===== src/d8sdd_pkg.sv =====
// ----------------------------------------------------------------------------
// d8sdd_pkg
// types and constants of the d8 steepest descent direction core
// ----------------------------------------------------------------------------
package d8sdd_pkg;

	localparam int ELEV_BITS  = 16;
	localparam int QBITS      = 16;
	localparam int SLOPE_BITS = ELEV_BITS + QBITS;
	localparam int NUM_DIRS   = 8;
	localparam int DIR_BITS   = 3;

	// 1/sqrt2 in q16
	localparam logic [QBITS-1:0] W_DIAG = 16'd46341;

	typedef struct packed {
		logic                 center_valid;
		logic [ELEV_BITS-1:0] center_elevation;
		logic [ELEV_BITS-1:0] elevation_n0;
		logic [ELEV_BITS-1:0] elevation_n1;
		logic [ELEV_BITS-1:0] elevation_n2;
		logic [ELEV_BITS-1:0] elevation_n3;
		logic [ELEV_BITS-1:0] elevation_n4;
		logic [ELEV_BITS-1:0] elevation_n5;
		logic [ELEV_BITS-1:0] elevation_n6;
		logic [ELEV_BITS-1:0] elevation_n7;
		logic [7:0]           neighbor_present;
		logic [7:0]           route_mask;
	} item_t;

	typedef struct packed {
		logic                has_direction;
		logic [DIR_BITS-1:0] direction;
		logic                chose_route;
	} result_t;

	// one lane's finding for one neighbor
	typedef struct packed {
		logic                  down;
		logic                  route;
		logic [SLOPE_BITS-1:0] slope;
	} lane_t;

	// per-stage load enables
	typedef struct packed {
		logic s1;
		logic s2;
		logic s3;
	} adv_t;

endpackage


===== src/d8_steepest_descent_direction_core.sv =====
// ----------------------------------------------------------------------------
// d8_steepest_descent_direction_core
// d8 flow direction of one 3x3 elevation window per transfer
// ----------------------------------------------------------------------------
// One window is taken per clock while item_stall is low, and its result passes
// three register stages: the eight neighbor lanes form drops and q16-weighted
// slopes into the first, the merge tree reduces eight candidates to two into the
// second, and the final compare with the routing override fills the result
// register. Each stage moves on its own as soon as the stage after it is empty
// or moving, so a stalled result blocks input only once all three stages hold
// a window. The route_enable register is written over the cfg channel, which
// is always ready; write it only while no window is in flight.
module d8_steepest_descent_direction_core (
	input  logic                 clk,
	input  logic                 arst_n,
	// configuration write channel
	input  logic                 cfg_valid,
	output logic                 cfg_ready,
	input  logic                 cfg_data,
	// window channel
	input  logic                 item_valid,
	output logic                 item_stall,
	input  d8sdd_pkg::item_t     item,
	// direction channel
	output logic                 result_valid,
	input  logic                 result_stall,
	output d8sdd_pkg::result_t   result
);
	import d8sdd_pkg::*;

	logic                 route_enable_q;
	logic                 vld_s1;
	logic                 vld_s2;
	logic                 vld_s3;
	adv_t                 adv;
	logic [ELEV_BITS-1:0] neigh [NUM_DIRS];
	lane_t [NUM_DIRS-1:0] lanes;

	// configuration: single register, writes always taken
	assign cfg_ready = 1'b1;

	always_ff @(posedge clk or negedge arst_n) begin
		if (!arst_n) begin
			route_enable_q <= 1'b0;
		end else if (cfg_valid && cfg_ready) begin
			route_enable_q <= cfg_data;
		end
	end

	// stage advance: a stage loads when empty or when its successor loads
	assign adv.s3     = !vld_s3 || !result_stall;
	assign adv.s2     = !vld_s2 || adv.s3;
	assign adv.s1     = !vld_s1 || adv.s2;
	assign item_stall = !adv.s1;

	always_ff @(posedge clk or negedge arst_n) begin
		if (!arst_n) begin
			vld_s1 <= 1'b0;
			vld_s2 <= 1'b0;
			vld_s3 <= 1'b0;
		end else begin
			if (adv.s1) begin
				vld_s1 <= item_valid;
			end
			if (adv.s2) begin
				vld_s2 <= vld_s1;
			end
			if (adv.s3) begin
				vld_s3 <= vld_s2;
			end
		end
	end

	// neighbor elevations in direction order
	assign neigh[0] = item.elevation_n0;
	assign neigh[1] = item.elevation_n1;
	assign neigh[2] = item.elevation_n2;
	assign neigh[3] = item.elevation_n3;
	assign neigh[4] = item.elevation_n4;
	assign neigh[5] = item.elevation_n5;
	assign neigh[6] = item.elevation_n6;
	assign neigh[7] = item.elevation_n7;

	// one lane per neighbor; odd directions are diagonal
	generate
		for (genvar i = 0; i < NUM_DIRS; i++) begin : g_lane
			d8sdd_lane #(
				.IS_DIAG ((i % 2) == 1)
			) u_lane (
				.clk          (clk),
				.en           (adv.s1),
				.center_valid (item.center_valid),
				.center       (item.center_elevation),
				.neighbor     (neigh[i]),
				.present      (item.neighbor_present[i]),
				.route_bit    (item.route_mask[i]),
				.route_enable (route_enable_q),
				.lane         (lanes[i])
			);
		end
	endgenerate

	// steepest and steepest-routing winners, result register
	d8sdd_merge u_merge (
		.clk    (clk),
		.adv    (adv),
		.lanes  (lanes),
		.result (result)
	);

	assign result_valid = vld_s3;

endmodule


===== src/d8sdd_lane.sv =====
// ----------------------------------------------------------------------------
// d8sdd_lane
// drop and weighted slope toward one neighbor, registered
// ----------------------------------------------------------------------------
module d8sdd_lane #(
	parameter bit IS_DIAG = 1'b0
) (
	input  logic                                    clk,
	input  logic                                    en,
	input  logic                                    center_valid,
	input  logic signed [d8sdd_pkg::ELEV_BITS-1:0] center,
	input  logic signed [d8sdd_pkg::ELEV_BITS-1:0] neighbor,
	input  logic                                    present,
	input  logic                                    route_bit,
	input  logic                                    route_enable,
	output d8sdd_pkg::lane_t                        lane
);
	import d8sdd_pkg::*;

	logic [ELEV_BITS:0]     dz;
	logic [ELEV_BITS-1:0]   mag;
	logic                   down;
	logic [SLOPE_BITS-1:0]  slope;
	lane_t                  lane_s1;

	// exact signed drop, one bit wider than the elevations
	assign dz   = {center[ELEV_BITS-1], center} - {neighbor[ELEV_BITS-1], neighbor};
	assign mag  = dz[ELEV_BITS-1:0];
	assign down = center_valid && present && !dz[ELEV_BITS] && (dz != '0);

	generate
		if (IS_DIAG) begin : g_diag
			assign slope = SLOPE_BITS'(mag) * SLOPE_BITS'(W_DIAG);
		end else begin : g_ortho
			assign slope = {mag, {QBITS{1'b0}}};
		end
	endgenerate

	always_ff @(posedge clk) begin
		if (en) begin
			lane_s1.down  <= down;
			lane_s1.route <= down && route_enable && route_bit;
			lane_s1.slope <= slope;
		end
	end

	assign lane = lane_s1;

endmodule


===== src/d8sdd_merge.sv =====
// ----------------------------------------------------------------------------
// d8sdd_merge
// two-stage max tree over the lanes, overall and routing winners
// ----------------------------------------------------------------------------
module d8sdd_merge (
	input  logic                                      clk,
	input  d8sdd_pkg::adv_t                           adv,
	input  d8sdd_pkg::lane_t [d8sdd_pkg::NUM_DIRS-1:0] lanes,
	output d8sdd_pkg::result_t                        result
);
	import d8sdd_pkg::*;

	typedef struct packed {
		logic                  found;
		logic [DIR_BITS-1:0]   idx;
		logic [SLOPE_BITS-1:0] slope;
	} best_t;

	best_t   leaf_b [NUM_DIRS];
	best_t   leaf_r [NUM_DIRS];
	best_t   lvl1_b [NUM_DIRS/2];
	best_t   lvl1_r [NUM_DIRS/2];
	best_t   pair_b_s2 [2];
	best_t   pair_r_s2 [2];
	best_t   fin_b;
	best_t   fin_r;
	result_t res_d;
	result_t result_s3;

	// a is the lower index side: b wins only when strictly steeper
	function automatic best_t pick(best_t a, best_t b);
		best_t r;
		if (b.found && (!a.found || (b.slope > a.slope))) begin
			r = b;
		end else begin
			r = a;
		end
		return r;
	endfunction

	always_comb begin
		for (int i = 0; i < NUM_DIRS; i++) begin
			leaf_b[i].found = lanes[i].down;
			leaf_b[i].idx   = DIR_BITS'(i);
			leaf_b[i].slope = lanes[i].slope;
			leaf_r[i].found = lanes[i].route;
			leaf_r[i].idx   = DIR_BITS'(i);
			leaf_r[i].slope = lanes[i].slope;
		end
		for (int j = 0; j < NUM_DIRS/2; j++) begin
			lvl1_b[j] = pick(leaf_b[2*j], leaf_b[2*j+1]);
			lvl1_r[j] = pick(leaf_r[2*j], leaf_r[2*j+1]);
		end
	end

	always_ff @(posedge clk) begin
		if (adv.s2) begin
			for (int k = 0; k < 2; k++) begin
				pair_b_s2[k] <= pick(lvl1_b[2*k], lvl1_b[2*k+1]);
				pair_r_s2[k] <= pick(lvl1_r[2*k], lvl1_r[2*k+1]);
			end
		end
	end

	always_comb begin
		fin_b = pick(pair_b_s2[0], pair_b_s2[1]);
		fin_r = pick(pair_r_s2[0], pair_r_s2[1]);
		res_d = '0;
		if (fin_r.found) begin
			res_d.has_direction = 1'b1;
			res_d.direction     = fin_r.idx;
			res_d.chose_route   = 1'b1;
		end else if (fin_b.found) begin
			res_d.has_direction = 1'b1;
			res_d.direction     = fin_b.idx;
		end
	end

	always_ff @(posedge clk) begin
		if (adv.s3) begin
			result_s3 <= res_d;
		end
	end

	assign result = result_s3;

endmodule


===== config.mk =====
export PLATFORM = sky130hd
export DESIGN_NAME = d8_steepest_descent_direction_core
export DESIGN_NICKNAME = d
export VERILOG_FILES = /design/src/d8sdd_pkg.sv /design/src/d8_steepest_descent_direction_core.sv /design/src/d8sdd_lane.sv /design/src/d8sdd_merge.sv
export SDC_FILE = /design/constraint.sdc
export NUM_CORES = 2
export LEC_CHECK = 0
export ABC_CLOCK_PERIOD_IN_PS = 10100
export BUFFER_PORTS_ARGS = -buffer_cell sky130_fd_sc_hd__buf_4
export CAP_MARGIN = 15
export CORE_ASPECT_RATIO = 1.25
export CORE_MARGIN = 1.5
export CORE_UTILIZATION = 45
export DETAILED_ROUTE_END_ITERATION = 7
export HOLD_SLACK_MARGIN = 0.12
export SYNTH_ARGS = -nofsm -noshare
export SYNTH_HDL_FRONTEND = slang
export SYNTH_SLANG_ARGS = --single-unit

===== constraint.sdc =====
create_clock -name clk -period 10.1 [get_ports clk]
set_clock_uncertainty 0.1 [all_clocks]
set_input_delay 1.01 -clock clk [delete_from_list [all_inputs] [get_ports clk]]
set_output_delay 1.01 -clock clk [all_outputs]
set_load 0.05 [all_outputs]

Yosys cells after proc, flatten, opt, wreduce, memory -nomap -nowiden
Memory sizes are Yosys's and may differ from the RTL's.
Cells that the tools add are included.
{"block": "word_totals", "regBits": 217, "mem_bits_rw": 144, "in_bits": 167, "wordCells": 184, "mem_count": 2}
{"name": "u_merge.pair_b_s2", "depth": 2, "width": 36, "rd": 2, "rd_ports_with_merged_regs": 0, "write_ports": 2, "line_no": "d8sdd_merge.sv:23", "rtl": "best_t pair_b_s2 [2];"}
{"name": "u_merge.pair_r_s2", "depth": 2, "width": 36, "rd": 2, "rd_ports_with_merged_regs": 0, "write_ports": 2, "line_no": "d8sdd_merge.sv:24", "rtl": "best_t pair_r_s2 [2];"}
{"block": "classes", "n_addsub": 8, "multipliers": 4, "order_cmp": 10, "n_mux": 23, "reduce_logical": 106}
{"operator": "$mux 36", "n": 18}
{"operator": "$gt 32x32->1", "n": 10}
{"operator": "$reduce_bool 17->1", "n": 8}
{"operator": "$sub 16x16->17", "n": 8}
{"operator": "$mul 16x16->32 const B", "n": 4}
{"operator": "$logic_and 1x1->1", "n": 54}
{"operator": "$logic_not 1->1", "n": 27}
{"operator": "$logic_or 1x1->1", "n": 17}
{"operator": "$mux 4", "n": 1}
{"operator": "$mux 1", "n": 3}
{"operator": "$mux 3", "n": 1}

Logic depth before layout (Yosys ltp)
{"block": "logic_depth", "word_depth": 9, "mapped_depth": 30, "ltp_nobuf": 30}

Hierarchy
Synthesis repeated with hierarchy kept, for this count alone.
{"block": "hier_totals", "hier_cells": 5246, "hier_area_um2": 49044.5}
{"mod": "d8sdd_merge", "n_inst": 1, "cells_each": 2109, "area_per_inst_um2": 18705.4, "seq_area_each_um2": 4354.2}
{"mod": "d8sdd_lane (g_lane[7].u_lane)", "n_inst": 1, "cells_each": 612, "area_per_inst_um2": 5921.9, "seq_area_each_um2": 1021.0}
{"mod": "d8sdd_lane (g_lane[3].u_lane)", "n_inst": 1, "cells_each": 583, "area_per_inst_um2": 5845.6, "seq_area_each_um2": 1021.0}
{"mod": "d8sdd_lane (g_lane[1].u_lane)", "n_inst": 1, "cells_each": 594, "area_per_inst_um2": 5818.1, "seq_area_each_um2": 1021.0}
{"mod": "d8sdd_lane (g_lane[5].u_lane)", "n_inst": 1, "cells_each": 585, "area_per_inst_um2": 5721.7, "seq_area_each_um2": 1021.0}
{"mod": "d8sdd_lane (g_lane[0].u_lane ...)", "n_inst": 2, "cells_each": 180, "area_per_inst_um2": 1677.9, "seq_area_each_um2": 540.5}
{"mod": "d8sdd_lane (g_lane[6].u_lane)", "n_inst": 1, "cells_each": 205, "area_per_inst_um2": 1828.0, "seq_area_each_um2": 540.5}
{"mod": "d8sdd_lane (g_lane[4].u_lane)", "n_inst": 1, "cells_each": 184, "area_per_inst_um2": 1672.9, "seq_area_each_um2": 540.5}
{"mod": "d8_steepest_descent_direction_core", "n_inst": 1, "cells_each": 14, "area_per_inst_um2": 175.2, "seq_area_each_um2": 100.1}

Worst setup path after synthesis
OpenSTA, ideal clock, no wires.
{"block": "synth_path", "path_type": "input-to-output", "startpoint": "input port result_stall", "endpoint": "output port item_stall", "t_arrival_ns": 9.744, "path_slack_ns": -0.754, "cell_stages": 2, "n_path_buf": 0, "cell_sequence": "nand4_1 inv_1"}
{"block": "synth_via", "elab_chain_cells": 5}
{"element": "start, declared", "line_no": "d8_steepest_descent_direction_core.sv:26", "rtl": "input logic result_stall,"}
{"element": "$logic_not 1->1", "line_no": "d8_steepest_descent_direction_core.sv:51", "rtl": "assign adv.s3 = !vld_s3 || !result_stall;"}
{"element": "$logic_or 1x1->1", "line_no": "d8_steepest_descent_direction_core.sv:51"}
{"element": "$logic_or 1x1->1", "line_no": "d8_steepest_descent_direction_core.sv:52", "rtl": "assign adv.s2 = !vld_s2 || adv.s3;"}
{"element": "$logic_or 1x1->1", "line_no": "d8_steepest_descent_direction_core.sv:53", "rtl": "assign adv.s1 = !vld_s1 || adv.s2;"}
{"element": "$logic_not 1->1", "line_no": "d8_steepest_descent_direction_core.sv:54", "rtl": "assign item_stall = !adv.s1;"}
{"element": "end, declared", "line_no": "d8_steepest_descent_direction_core.sv:22", "rtl": "output logic item_stall,"}
No other way between the ends.

Worst setup path after layout
{"block": "layout_path", "startpoint": "input port item[144] (netlist name)", "endpoint": "register g_lane[7].u_lane.lane_s1 (netlist bit g_lane[7].u_lane.lane[28]) (data pin)"}
{"block": "layout_via", "elab_chain_cells": 2}
{"element": "start, declared", "line_no": "d8_steepest_descent_direction_core.sv:23", "rtl": "input d8sdd_pkg::item_t item,"}
{"element": "$sub 16x16->17", "line_no": "d8sdd_lane.sv:27", "rtl": "assign dz = {center[ELEV_BITS-1], center} - {neighbor[ELEV_BITS-1], neighbor};"}
{"element": "$mul 16x16->32", "line_no": "d8sdd_lane.sv:33", "rtl": "assign slope = SLOPE_BITS'(mag) * SLOPE_BITS'(W_DIAG);"}
{"element": "via g_lane[7].u_lane.slope[28]", "line_no": "d8sdd_lane.sv:23", "rtl": "logic [SLOPE_BITS-1:0] slope;"}
{"element": "end, declared", "line_no": "d8sdd_lane.sv:24", "rtl": "lane_t lane_s1;"}
The timed path passes the listed nets, and every way through them passes these cells.
A chain may end at the register's enable or synchronous reset.

==> flow_metrics.tcl <==
set metrics [dict create \
    cap_violations 0 \
    ios 175 \
    grt_pass1_vias 33200 \
    cts_max_level 2 \
    cts.sinks 357 \
    dieHeight_um 350 \
    grt_max_degree 79 \
    cts_tree "done" \
    drc_errors 0 \
    antennaDiodeCount 0 \
    yosysTopAreaCellShare_pct 24.5 \
    path_max_fanout 7 \
    start_util_pct 45.3 \
    tightest_slew_ns 1.16 \
    synthTopCellsByCount "844 x ha_1, 811 x inv_1, 353 x edfxtp_1, 323 x a21oi_1, 247 x nand2_1" \
    row_count 127 \
    antenna_found_initial 0 \
    ys.flop_type "edfxtp_1" \
    gp_congestion 0.941 \
    post_drt_wl_per_cell_um 20.3 \
    buffer_ports.inserted 173 \
    first_iter_violations 2206 \
    cts_resized 0 \
    synth_cells 4572 \
    fmax_mhz 121 \
    hold_viol_final 0 \
    synth.area.top_cells "edfxtp_1 24%, ha_1 24%, fa_1 8.7%" \
    async_reset_ff_share_pct 1.12 \
    syn_nets 5771 \
    clock_latency_ns 0.59 \
    cts-root-buf "clkbuf_16" \
    grt_pass1_wl_um 189000 \
    fin_crit_sh_pct 81.8 \
    synth_seq_cells 357 \
    synth.cell_area_mm2 0.0433 \
    worst_setup_path_start_kind "input port" \
    status "complete, no violations" \
    clkTransAtPathRegs_ns 0.06 \
    hold_class "reg2reg" \
    regToRegSetupSlack_ns 3.73 \
    slew_headroom_pct 22.3 \
    first_pass_iters 7 \
    synth_cell_types 94 \
    maxSlewViolCount 0 \
    num-nets-final 5942 \
    core_mm2 0.0957 \
    grt_setup_unrepaired "false" \
    synth-seq-area-share_pct 24.7 \
    hpwlAfterDp_um 103000 \
    period_minus_slack_ns 8.26 \
    routed-via-count 33600 \
    synth_top_area_cell "edfxtp_1" \
    groute.usage.overall_pct 25.2 \
    drive_above_1_share_pct 6.39 \
    numCtsBuffers 39 \
    pre_cts_slack_ns 1.30 \
    wl_um 123000 \
    drtAntennaViolNets 0 \
    area_growth_syn_to_layout_pct 9.74 \
    die_area_mm2 0.0981 \
    crit_path_end_kind "register" \
    synth_edf_count 353 \
    finalSetupViolations 0 \
    holdWs_ns 0.366 \
    vias_per_cell 5.54 \
    cp.arrival_ns 8.61 \
    syn_area_per_cell_um2 9.47 \
    grt-ovfl-total 0 \
    fin_ws_ns 1.84 \
    synth.most_common_cell "ha_1" \
    clockBufferDepth 3 \
    synth_warnings 0 \
    required_ns 10.45 \
    die_w_um 280 \
    crit_type "in2reg" \
]
==> metal layers <==
| metal | share of wire [%] | up-vias | global-route usage, % |
|---|---|---|---|
| li1 | - | 16500 | - |
| met1 | 44 | 16100 | 33.8 |
| met2 | 48 | 847 | 42.9 |
| met3 | 5.3 | 144 | 2.42 |
| met4 | 2.9 | 0 | 7.38 |
| met5 | 0 | - | 0 |
==> stage by stage <==
stage / setup TNS, ns / instances / utilization (%) / instance area [µm²]
floorplan: -0.754 / 4572 / - / 43300
global placement: 0 / 5991 / 48.3 / 46200
detailed placement: 0 / 5991 / 48.3 / 46200
CTS: 0 / 6062 / 49.7 / 47500
global route: 0 / 6062 / 49.7 / 47500
finish: 0 / 6062 / 49.7 / 47500
==> timing repair <==
item | CTS | global route
hold buffers | 1 | 0
setup buffers | 0 | 0
hold endpoints to repair | 4 | 0
==> kinds of logic (layout without fill, tap and decap cells) <==
kind of cell | after synthesis | in the layout | share of synthesized area, %
xor+xnor | 242 | 242 | 4.91
flops | 357 | 357 | 24.7
mux | 205 | 205 | 4.75
compound gates | 957 | 957 | 14.4
fa+ha+maj | 1032 | 1032 | 33.1
simple gates | 892 | 892 | 10.4
buf+inv | 886 | 1086 | 7.76
other cells | 1 | 1 | 0.00866
==> path summary, 6_finish.rpt <==
kind,start,endpoint,depth (start not counted)
min in group asynchronous,arst_n,route_enable_q$_DFFE_PN0P_,2
worst min-delay path,vld_s1$_DFFE_PN0N_,vld_s2$_DFFE_PN0P_,1
worst max register to register,g_lane[4].u_lane.lane[31]$_DFFE_PN_,u_merge.pair_r_s2[0][68]$_DFFE_PP_,19
worst min register to register,vld_s1$_DFFE_PN0N_,vld_s2$_DFFE_PN0P_,1
worst max-delay path,item[144],g_lane[7].u_lane.lane[28]$_DFFE_PN_,27
max in group asynchronous,arst_n,vld_s1$_DFFE_PN0N_,2
==> final cells by class <==
type	instances	area (µm²)
Clock inverter	23	277
Sequential cell	357	10700
Tap cell	1290	1610
Multi-Input combinational cell	3329	29300
Fill cell	9192	48100
Inverter	811	3040
Clock buffer	47	1010
Timing Repair Buffer	205	1540
==> cells in the final DEF, fill, tap and decap left out, types with 8 or more instances in the layout <==
cell	instances
a21o_1	160
nand2_1	246
a211oi_1	24
nand2b_1	32
and2_1	30
xor2_1	102
a31oi_1	39
fa_1	188
a2111oi_0	11
o21a_1	77
and3_1	24
o31ai_1	17
xnor2_1	139
a21oi_1	323
nor2_1	176
buf_4	204
or3_1	20
ha_1	844
o21ai_0	131
and4_1	8
clkbuf_1	8
or4b_1	8
o211ai_1	22
a21boi_0	13
nor4_1	31
nor2b_1	61
or4_1	16
mux2i_1	202
o31a_1	17
nand3_1	61
o21bai_1	15
inv_1	811
nor3_1	66
or2_2	11
nand4_1	70
edfxtp_1	353
a221oi_1	8
clkbuf_16	39
==> critical path: stages <==
cell	delay (ns)
buf_4	0.10
inv_1	0.44
buf_4	0.31
ha_1	0.20
inv_1	0.06
fa_1	0.42
a211oi_1	0.30
o21a_1	0.19
o21ai_1	0.13
xor2_1	0.58
ha_1	0.38
inv_1	0.08
fa_1	0.40
inv_1	0.07
fa_1	0.42
fa_1	0.52
fa_1	0.42
ha_1	0.29
ha_1	0.34
a21oi_1	0.25
o21ai_0	0.14
a21oi_1	0.14
a21bo_2	0.25
a31oi_1	0.29
o21ai_0	0.30
or4_1	0.48
nand4_1	0.10
==> sequential cells by signal, indices dropped and copies added, names as in the netlist <==
| name | cells |
|---|---|
| u_merge.pair_r_s2 | 70 |
| result_valid | 1 |
| u_merge.pair_b_s2 | 70 |
| vld_s1 | 1 |
| u_merge.result | 5 |
| route_enable_q | 1 |
| vld_s2 | 1 |
| g_lane.u_lane.lane | 208 |
Power is left out: the tool's default activity adds up to more than one toggle a clock period on the data nets, which glitch-free logic cannot reach.
